File: config.mk
export PLATFORM = sky130hd
export DESIGN_NAME = mpls_label_stack_parser_unit
export DESIGN_NICKNAME = d
export VERILOG_FILES = /design/src/hdl/mlsp_pkg.sv /design/src/hdl/mlsp_front.sv /design/src/hdl/mlsp_back.sv /design/src/hdl/mpls_label_stack_parser_unit.sv
export SDC_FILE = /design/constraint.sdc
export NUM_CORES = 1
export LEC_CHECK = 0
export ABC_AREA = 0
export BUFFER_PORTS_ARGS = -buffer_cell sky130_fd_sc_hd__buf_2
export CAP_MARGIN = 30
export CORE_ASPECT_RATIO = 0.9
export CORE_MARGIN = 8
export CORE_UTILIZATION = 60
export CTS_CLUSTER_SIZE = 20
export DETAILED_ROUTE_END_ITERATION = 8
export GPL_ROUTABILITY_DRIVEN = 0
export PLACE_DENSITY = 0.82
export SYNTH_ARGS = -nofsm -noshare
export SYNTH_HDL_FRONTEND = slang
export SYNTH_SLANG_ARGS = --single-unit
File: constraint.sdc
create_clock -name clk -period 9.84 [get_ports clk]
set_input_delay 1.968 -clock clk [delete_from_list [all_inputs] [get_ports clk]]
set_output_delay 1.968 -clock clk [all_outputs]
set_load 0.02 [all_outputs]
File: src/hdl/mlsp_pkg.sv
// Shared types, codes and constants for the MPLS label stack parser.
`default_nettype none
package mlsp_pkg;

  localparam int MAX_LABELS_DEF = 16;
  localparam logic [4:0] MAX_DEPTH_RST = 5'd16;
  localparam int Q_DEPTH = 4;
  localparam int DATA_W = 48;

  typedef enum logic {
    KIND_ENTRY  = 1'b0,
    KIND_STATUS = 1'b1
  } kind_t;

  typedef enum logic [1:0] {
    ST_COMPLETE  = 2'd0,
    ST_TRUNCATED = 2'd1,
    ST_TOO_DEEP  = 2'd2,
    ST_TOO_SHORT = 2'd3
  } status_t;

  typedef enum logic [2:0] {
    CLS_IPV4_NULL = 3'd0,
    CLS_RTR_ALERT = 3'd1,
    CLS_IPV6_NULL = 3'd2,
    CLS_IMPL_NULL = 3'd3,
    CLS_OTHER     = 3'd4
  } cls_t;

  // One queued job: an optional label entry and an optional frame status.
  typedef struct packed {
    logic       has_entry;
    logic       has_status;
    logic [19:0] label;
    logic [2:0] exp_bits;
    logic       bottom;
    logic [7:0] ttl;
    cls_t       label_class;
    logic [3:0] entry_index;
    status_t    status;
    logic [4:0] label_count;
  } cmd_t;

  typedef struct packed {
    logic push;
    cmd_t cmd;
  } push_t;

  function automatic cls_t classify(input logic [19:0] label);
    cls_t c;
    case (label)
      20'd0:   c = CLS_IPV4_NULL;
      20'd1:   c = CLS_RTR_ALERT;
      20'd2:   c = CLS_IPV6_NULL;
      20'd3:   c = CLS_IMPL_NULL;
      default: c = CLS_OTHER;
    endcase
    return c;
  endfunction

endpackage
`default_nettype wire

File: src/hdl/mlsp_front.sv
// Front end: gathers bytes into stack words, decodes them, and builds queue jobs.
`default_nettype none
module mlsp_front #(
  parameter int MAX_LABELS = mlsp_pkg::MAX_LABELS_DEF
) (
  input  wire logic          clk,
  input  wire logic          rst,
  input  wire logic          cfg_we,
  input  wire logic [4:0]    cfg_wdata,
  input  wire logic          accept,
  input  wire logic [7:0]    data_byte,
  input  wire logic          last_byte,
  output mlsp_pkg::push_t    push
);

  localparam int CNT_W = $clog2(MAX_LABELS + 1);
  localparam int LIM_W = (CNT_W > 5) ? CNT_W : 5;

  logic [4:0]       max_depth;
  logic [1:0]       byte_phase, byte_phase_next;
  logic [23:0]      partial_word, partial_word_next;
  logic [CNT_W-1:0] entries_seen, entries_seen_next;
  logic             stack_done, stack_done_next;
  logic             stack_full, stack_full_next;
  logic [2:0]       bytes_seen, bytes_seen_next;

  logic [LIM_W-1:0] depth_cfg, lim;
  logic [31:0]      word;
  logic             entry_fire;
  mlsp_pkg::status_t st;

  // Clamp the configured depth into 1..MAX_LABELS.
  always_comb begin
    depth_cfg = LIM_W'(max_depth);
    if (max_depth == 5'd0) begin
      lim = LIM_W'(1);
    end else if (depth_cfg > LIM_W'(MAX_LABELS)) begin
      lim = LIM_W'(MAX_LABELS);
    end else begin
      lim = depth_cfg;
    end
  end

  assign word = {partial_word, data_byte};

  always_comb begin
    byte_phase_next   = byte_phase;
    partial_word_next = partial_word;
    entries_seen_next = entries_seen;
    stack_done_next   = stack_done;
    stack_full_next   = stack_full;
    bytes_seen_next   = (bytes_seen < 3'd4) ? bytes_seen + 3'd1 : bytes_seen;
    entry_fire        = 1'b0;
    if (!stack_done && !stack_full) begin
      if (byte_phase != 2'd3) begin
        partial_word_next = {partial_word[15:0], data_byte};
        byte_phase_next   = byte_phase + 2'd1;
      end else begin
        byte_phase_next   = 2'd0;
        partial_word_next = '0;
        if (LIM_W'(entries_seen) >= lim) begin
          stack_full_next = 1'b1;
        end else begin
          entry_fire        = 1'b1;
          entries_seen_next = entries_seen + CNT_W'(1);
          if (word[8]) begin
            stack_done_next = 1'b1;
          end
        end
      end
    end
  end

  always_comb begin
    if (bytes_seen_next < 3'd4) begin
      st = mlsp_pkg::ST_TOO_SHORT;
    end else if (stack_done_next) begin
      st = mlsp_pkg::ST_COMPLETE;
    end else if (stack_full_next) begin
      st = mlsp_pkg::ST_TOO_DEEP;
    end else begin
      st = mlsp_pkg::ST_TRUNCATED;
    end
  end

  always_comb begin
    push.push            = accept && (entry_fire || last_byte);
    push.cmd.has_entry   = entry_fire;
    push.cmd.has_status  = last_byte;
    push.cmd.label       = word[31:12];
    push.cmd.exp_bits    = word[11:9];
    push.cmd.bottom      = word[8];
    push.cmd.ttl         = word[7:0];
    push.cmd.label_class = mlsp_pkg::classify(word[31:12]);
    push.cmd.entry_index = 4'(entries_seen);
    push.cmd.status      = st;
    push.cmd.label_count = 5'(entries_seen_next);
  end

  always_ff @(posedge clk) begin
    if (rst) begin
      max_depth    <= mlsp_pkg::MAX_DEPTH_RST;
      byte_phase   <= '0;
      partial_word <= '0;
      entries_seen <= '0;
      stack_done   <= 1'b0;
      stack_full   <= 1'b0;
      bytes_seen   <= '0;
    end else begin
      if (cfg_we) begin
        max_depth <= cfg_wdata;
      end
      if (accept) begin
        if (last_byte) begin
          // End of frame: clear all frame state.
          byte_phase   <= '0;
          partial_word <= '0;
          entries_seen <= '0;
          stack_done   <= 1'b0;
          stack_full   <= 1'b0;
          bytes_seen   <= '0;
        end else begin
          byte_phase   <= byte_phase_next;
          partial_word <= partial_word_next;
          entries_seen <= entries_seen_next;
          stack_done   <= stack_done_next;
          stack_full   <= stack_full_next;
          bytes_seen   <= bytes_seen_next;
        end
      end
    end
  end

endmodule
`default_nettype wire

File: src/hdl/mlsp_back.sv
// Back end: job queue and the serializer that sends entry and status words.
`default_nettype none
module mlsp_back (
  input  wire logic                          clk,
  input  wire logic                          rst,
  input  wire mlsp_pkg::push_t               push,
  output logic                               q_ready,
  output logic                               m_axis_tvalid,
  input  wire logic                          m_axis_tready,
  output logic [mlsp_pkg::DATA_W-1:0]        m_axis_tdata,
  output logic                               m_axis_tlast,
  output logic                               m_axis_tuser
);

  localparam int QA_W = $clog2(mlsp_pkg::Q_DEPTH);

  mlsp_pkg::cmd_t q [mlsp_pkg::Q_DEPTH];
  logic [QA_W-1:0] wr_ptr, rd_ptr;
  logic [QA_W:0]   count;
  logic            second;
  logic            send_entry, pop, out_acc;
  mlsp_pkg::cmd_t  head;

  assign q_ready       = (count != (QA_W + 1)'(mlsp_pkg::Q_DEPTH));
  assign head          = q[rd_ptr];
  assign m_axis_tvalid = (count != '0);
  assign out_acc       = m_axis_tvalid && m_axis_tready;
  assign send_entry    = head.has_entry && !second;
  // Drop the job once its final word goes out.
  assign pop           = out_acc && !(send_entry && head.has_status);

  always_comb begin
    if (send_entry) begin
      m_axis_tuser = mlsp_pkg::KIND_ENTRY;
      m_axis_tlast = !head.has_status;
      m_axis_tdata = {2'b00, head.label_count, mlsp_pkg::ST_COMPLETE, head.entry_index,
                      head.label_class, head.ttl, head.bottom, head.exp_bits, head.label};
    end else begin
      m_axis_tuser = mlsp_pkg::KIND_STATUS;
      m_axis_tlast = 1'b1;
      m_axis_tdata = {2'b00, head.label_count, head.status, 4'd0,
                      mlsp_pkg::CLS_IPV4_NULL, 8'd0, 1'b0, 3'd0, 20'd0};
    end
  end

  always_ff @(posedge clk) begin
    if (push.push && q_ready) begin
      q[wr_ptr] <= push.cmd;
    end
  end

  always_ff @(posedge clk) begin
    if (rst) begin
      wr_ptr <= '0;
      rd_ptr <= '0;
      count  <= '0;
      second <= 1'b0;
    end else begin
      if (push.push && q_ready) begin
        wr_ptr <= wr_ptr + QA_W'(1);
      end
      if (pop) begin
        rd_ptr <= rd_ptr + QA_W'(1);
        second <= 1'b0;
      end else if (out_acc) begin
        second <= 1'b1;
      end
      count <= count + (QA_W + 1)'(push.push && q_ready) - (QA_W + 1)'(pop);
    end
  end

endmodule
`default_nettype wire

File: src/hdl/mpls_label_stack_parser_unit.sv
// Throughput: one byte per cycle while the four-job queue has room; jobs enter it
// as their bytes are accepted. A frame's last byte that also closes a stack word
// yields two words, both sent from the queue that lies between front and back.
// Reset (rst, synchronous): clears frame state and the queue, max_depth returns to 16.
// Top level of the MPLS label stack parser.
`default_nettype none
module mpls_label_stack_parser_unit #(
  parameter int MAX_LABELS = mlsp_pkg::MAX_LABELS_DEF
) (
  input  wire logic                          clk,
  input  wire logic                          rst,
  input  wire logic                          cfg_we,
  input  wire logic [4:0]                    cfg_wdata,      // max_depth
  input  wire logic                          s_axis_tvalid,
  output logic                               s_axis_tready,
  input  wire logic [7:0]                    s_axis_tdata,   // data_byte
  input  wire logic                          s_axis_tlast,
  output logic                               m_axis_tvalid,
  input  wire logic                          m_axis_tready,
  // label[19:0] exp_bits[22:20] bottom[23] ttl[31:24] label_class[34:32]
  // entry_index[38:35] status[40:39] label_count[45:41] zero[47:46]
  output logic [mlsp_pkg::DATA_W-1:0]        m_axis_tdata,
  output logic                               m_axis_tlast,
  output logic                               m_axis_tuser    // kind
);

  mlsp_pkg::push_t push;
  logic q_ready;

  assign s_axis_tready = q_ready;

  mlsp_front #(
    .MAX_LABELS(MAX_LABELS)
  ) u_front (
    .clk       (clk),
    .rst       (rst),
    .cfg_we    (cfg_we),
    .cfg_wdata (cfg_wdata),
    .accept    (s_axis_tvalid && q_ready),
    .data_byte (s_axis_tdata),
    .last_byte (s_axis_tlast),
    .push      (push)
  );

  mlsp_back u_back (
    .clk           (clk),
    .rst           (rst),
    .push          (push),
    .q_ready       (q_ready),
    .m_axis_tvalid (m_axis_tvalid),
    .m_axis_tready (m_axis_tready),
    .m_axis_tdata  (m_axis_tdata),
    .m_axis_tlast  (m_axis_tlast),
    .m_axis_tuser  (m_axis_tuser)
  );

`ifndef SYNTHESIS
  a_status_is_last: assert property (@(posedge clk) disable iff (rst)
    m_axis_tvalid && m_axis_tuser |-> m_axis_tlast)
    else $error("status word without tlast");

  a_full_has_output: assert property (@(posedge clk) disable iff (rst)
    !s_axis_tready |-> m_axis_tvalid)
    else $error("input stalled with nothing to send");

  a_reset_empty: assert property (@(posedge clk)
    $past(rst) |-> !m_axis_tvalid && s_axis_tready)
    else $error("queue not empty after reset");

  a_entry_status_zero: assert property (@(posedge clk) disable iff (rst)
    m_axis_tvalid && !m_axis_tuser |-> m_axis_tdata[40:39] == 2'd0)
    else $error("entry word carries a status");
`endif

endmodule
`default_nettype wire
# ---- Word-level counts from Yosys, hierarchy flattened
# Memory sizes are Yosys's and may differ from the RTL's. A register that Yosys moved wholly into a read port is not among the register bits.
# Index checks and enable logic that the tools add are counted.
# Widths: inputs -> output; s select.
dict set report op_classes {
  n_addsub 7
  n_eq_ne 5
  n_reduce_logical 20
  order_cmp 4
  mux 37
}
# op n
set op_table {}
lappend op_table {{$mux 24} 3}
lappend op_table {{$mux 41} 1}
lappend op_table {{$eq 20x2->1 const B} 2}
lappend op_table {{$mux 5} 6}
lappend op_table {{$eq 20x1->1 const B} 1}
lappend op_table {{$logic_not 20->1} 1}
lappend op_table {{$mux 1} 16}
lappend op_table {{$mux 2} 8}
lappend op_table {{$pmux 3 s4} 1}
lappend op_table {{$logic_and 1x1->1} 8}
lappend op_table {{$add 2x1->2 const B} 3}
lappend op_table {{$lt 3x3->1 const B} 2}
lappend op_table {{$mux 3} 2}
lappend op_table {{$add 5x1->5 const B} 1}
lappend op_table {{$ge 5x5->1} 1}
lappend op_table {{$gt 5x5->1 const B} 1}
lappend op_table {{$logic_not 1->1} 5}
lappend op_table {{$logic_not 5->1} 1}
lappend op_table {{$add 3x1->3} 1}
lappend op_table {{$add 3x1->3 const B} 1}
lappend op_table {{$ne 3x3->1 const B} 1}
lappend op_table {{$reduce_bool 3->1} 1}
lappend op_table {{$sub 3x1->3} 1}
lappend op_table {{$ne 2x2->1 const B} 1}
lappend op_table {{other kinds (4)} 4}
dict set report word_totals {
  ff_bits 49
  wordCells 85
  n_memories 1
  mem_bits_rw 192
  input_bits 19
}
# memory depth width read_ports rd_ports_with_merged_regs write_ports line_no
set memory_table {}
lappend memory_table {u_back.q 4 48 1 1 1 mlsp_back.sv:17} ;# mlsp_pkg::cmd_t q [mlsp_pkg::Q_DEPTH];

# ---- Longest topological paths before layout
dict set report depth {
  word_depth 12
  ltp_mapped 13
  depth_no_buf 13
}

# ---- Modules after synthesis
# Synthesis repeated with hierarchy kept, for this count alone.
dict set report unflattened {
  hier_cells 614
  hier_area_um2 9794.4
}
# module cells_per_inst seq_area_each_um2 area_per_inst_um2 instances
set modules_own_cells {}
lappend modules_own_cells {mlsp_back 360 5965.7 7775.0 1}
lappend modules_own_cells {mlsp_front 253 820.8 2013.2 1}
lappend modules_own_cells {mpls_label_stack_parser_unit 1 0.0 6.3 1}

# ---- Worst setup path before layout
# Ideal clock, no wire load.
dict set report synth_timing {
  path_kind {in2reg}
  start {input s_axis_tlast}
  end {memory u_back.q[0][0] (netlist bit) (enable)}
  cell_stages 4
  setup_slack_ps 5758
  arrival_time_ps 3671
  path_buffers 1
  path_cell_list {clkbuf_1 -> o21ai_2 -> inv_2 -> and2_1}
}
dict set report synth_between {
  elab_chain_len 5
}
# element line_no
set synth_rtl {}
lappend synth_rtl {{start, declared} mpls_label_stack_parser_unit.sv:17} ;# input wire logic s_axis_tlast,
lappend synth_rtl {{$logic_or 1x1->1} mlsp_front.sv:87} ;# push.push = accept && (entry_fire || last_byte);
lappend synth_rtl {{$logic_and 1x1->1} mlsp_front.sv:87}
lappend synth_rtl {{$logic_and 1x1->1} mlsp_back.sv:47} ;# if (push.push && q_ready) begin
lappend synth_rtl {{$mux 1} mlsp_back.sv:47}
lappend synth_rtl {{$mux 1 (implied by the code)} mlsp_back.sv:48} ;# q[wr_ptr] <= push.cmd;
lappend synth_rtl {{end, declared} mlsp_back.sv:17}
# No other way between the ends.

==> impl_metrics.json <==
{
  "cts_root_buf": "clkbuf_16",
  "vias": 5450,
  "clock.fmax_ghz": 0.2094,
  "setup_violations": 0,
  "period_minus_slack_ns": 4.776,
  "finalMaxSlewViolations": 0,
  "clock_path_buffers": 3,
  "finalCritPeriodShare_pct": 48.54,
  "grt_usage_pct": 19.16,
  "grt_max_degree": 49,
  "cts_hold_buf": 0,
  "fin_nets": 700,
  "avgSynthCellArea_sq_um": 16.28,
  "core-area_sq_mm": 0.01597,
  "ant_nets": 0,
  "synthCells": 595,
  "start_kind": "flop",
  "hold_end": "u_front.byte_phase[1]$_SDFFE_PP0P_",
  "die_y_um": 136.5,
  "clock_latency_ns": 0.51,
  "fin_total_pwr_mw": 2.680,
  "drt_iter0_drc": 467,
  "clkTransAtPathRegs_ns": 0.06,
  "tightest_slew_ns": 0.9330,
  "vdd_drop_max_mv": 0.1775,
  "grt_pass1_wl_mm": 30.57,
  "hold_violations": 0,
  "fillCellCount": 1028,
  "cts-resized-gates": 0,
  "outcome": "complete, no violations",
  "post_cts_buffers": 0,
  "drc": 0,
  "leakage_nw": 3.904,
  "clock-sinks": 243,
  "grt-ovfl-total": 0,
  "die_width_um": 149.9,
  "routed_wl_mm": 19.40,
  "dp_hpwl_mm": 11.60,
  "cts_made_buffers": 24,
  "area_growth_pct": 13.99,
  "ys_seq_elements": 243,
  "path_max_fanout": 48,
  "drv_cap": 0,
  "antenna_found_initial": 0,
  "synthArstFlopShare_pct": 0,
  "hold_class": "flop to flop",
  "skew_ns": 0.01701,
  "yosysTopAreaCell": "edfxtp_1",
  "timing.setup.tns_ns": 0,
  "via_per_inst": 6.117,
  "wire_per_inst_um": 21.77,
  "yosys_most_used_dff": "edfxtp_1",
  "regToRegStartpoint": "u_front.entries_seen[0]$_SDFFE_PP0P_",
  "synth_edf_count": 192,
  "placementRows": 44,
  "reg2reg_setup_slack_ns": 6.41,
  "cp-end-kind": "output port",
  "p_per_area_mw_per_mm2": 242.8,
  "synth_area_leaders": "edfxtp_1 60%, mux4_2 11%, dfxtp_1 11%",
  "critPathArrivalTime_ns": 2.81,
  "reg2reg_to": "u_back.q[3][13]$_DFFE_PP_",
  "ioPinCount": 71,
  "synth_top_area_share_pct": 59.53,
  "min_from": "u_front.byte_phase[1]$_SDFFE_PP0P_",
  "fin_area_sq_mm": 0.01104,
  "die_area_sq_mm": 0.02047,
  "rsz0062_at_grt": "no",
  "critPathKind": "flop to output port",
  "drive_gt1_share_pct": 26.02,
  "netlist_area_sq_mm": 0.009684,
  "start_util_pct": 60.66,
  "firstDrtPassIters": 7,
  "worstRegToRegCells": 9,
  "whs_ns": 0.4941,
  "slew_headroom_pct": 37.80,
  "port_buffers": 68,
  "synth_seq_area_share_pct": 70.08,
  "place_area_sq_mm": 0.01026,
  "crit_required_ns": 7.87,
  "grt_pass1_vias": 5693,
  "cts_tree": "built",
  "antenna_cells": 0,
  "h-tree-depth": 1,
  "hold_depth": 2,
  "synth_warnings": 0,
  "ys_types": 54
}
[final cells by class]
cell class | instances | area [sq um] | area share [%]
clock buffers | 36 | 719.4 | 6.517
clock inverters | 8 | 63.81 | 0.5780
inverters | 13 | 48.80 | 0.4420
multi-input cells | 307 | 2689 | 24.36
flip-flops and latches | 243 | 6792 | 61.52
well taps | 207 | 259.0 | 2.346
repair buffers | 77 | 467.9 | 4.239
[worst max-delay path, cell delays in order (launching register included)]
cell and delay, ns:
dfxtp_2 0.31, buf_4 0.58, mux4_2 0.89, nand2_1 0.16, and2_1 0.17, buf_2 0.15
[report_power, final]
| part | leakage [nW] | switching, mW | internal [mW] |
|---|---|---|---|
| Combinational | 1.38 | 0.342 | 0.260 |
| Sequential | 2.14 | 0.0327 | 1.16 |
| Clock | 0.389 | 0.356 | 0.531 |
[layout by cell type, fill, tap and decap left out, types with 2 or more instances in the layout]
cell and n:
edfxtp_1 192, a21oi_1 34, a32o_1 2, and2_1 5, or3_1 2, xor2_1 2
nand3_1 31, clkbuf_1 8, ha_1 14, inv_1 12, and3_1 39, buf_16 3
buf_4 6, clkbuf_16 27, buf_2 68, o21ai_0 3, nor4_1 4, nor3_1 5
conb_1 2, a21o_1 2, xnor2_1 6, o21ai_1 2, nor2_1 23, nor2b_1 5
clkinv_2 6, mux4_2 48, mux2i_1 7, nor2_2 2, nand2_1 41, dfxtp_1 49
and2_2 4
[cell usage after synthesis (all sizes together) (2+ instances only)]
cell type and count:
ha 14, a21oi 35, buf 17, dfxtp 51
mux2i 7, mux4 48, and2 10, nor2b 5
nand2 41, nor4 4, and3 39, edfxtp 192
o21ai 7, nor3 5, inv 13, or3 2
mux2 2, xor2 2, xnor2 6, a21o 2
or3b 2, nor2 25, nand3 31, clkbuf 16
a32o 2, a31oi 2
[worst max-delay path by stage]
stage	to	slack, ns
detailed placement	m_axis_tdata[39]	5.60
global route	m_axis_tdata[39]	4.92
floorplan	u_back.q[0][0]$_DFFE_PP_	5.76
CTS	m_axis_tdata[39]	5.03
finish	m_axis_tdata[39]	5.06
global placement	m_axis_tdata[40]	5.33
[metrics by stage]
step / instances / utilization, % / setup slack [ns]
2_1_floorplan: 596 / - / 5.758
3_3_place_gp: 844 / 63.72 / 5.327
3_5_place_dp: 847 / 64.24 / 5.597
4_1_cts: 891 / 69.15 / 5.030
5_1_grt: 891 / 69.15 / 4.916
6_report: 891 / 69.15 / 5.064
[flip-flops by register name, indices dropped and copies added (netlist names), 3 cells and up, named ones only]
register and flops:
u_front.depth_cfg 5, u_back.count 3, u_front.partial_word 24, u_back.q 192, u_front.bytes_seen 3, u_front.entries_seen 5
[metal layers]
layer,vias to the layer above,track usage (%),wire [um]
met5,-,0.2494,0
met4,0,4.493,286
met3,23,3.769,1328
met2,221,32.23,9512
met1,2764,25.47,8271
li1,2442,-,-
[cell families after synthesis]
kind of cell | after synthesis | share of synthesized area [%]
flops | 243 | 70.08
simple gates | 167 | 8.811
compound gates | 58 | 3.928
mux | 57 | 12.16
buf+inv | 46 | 2.248
fa+ha+maj | 15 | 2.016
xor+xnor | 8 | 0.7235
other cells | 1 | 0.03872
(Power assumes the default switching activity.)
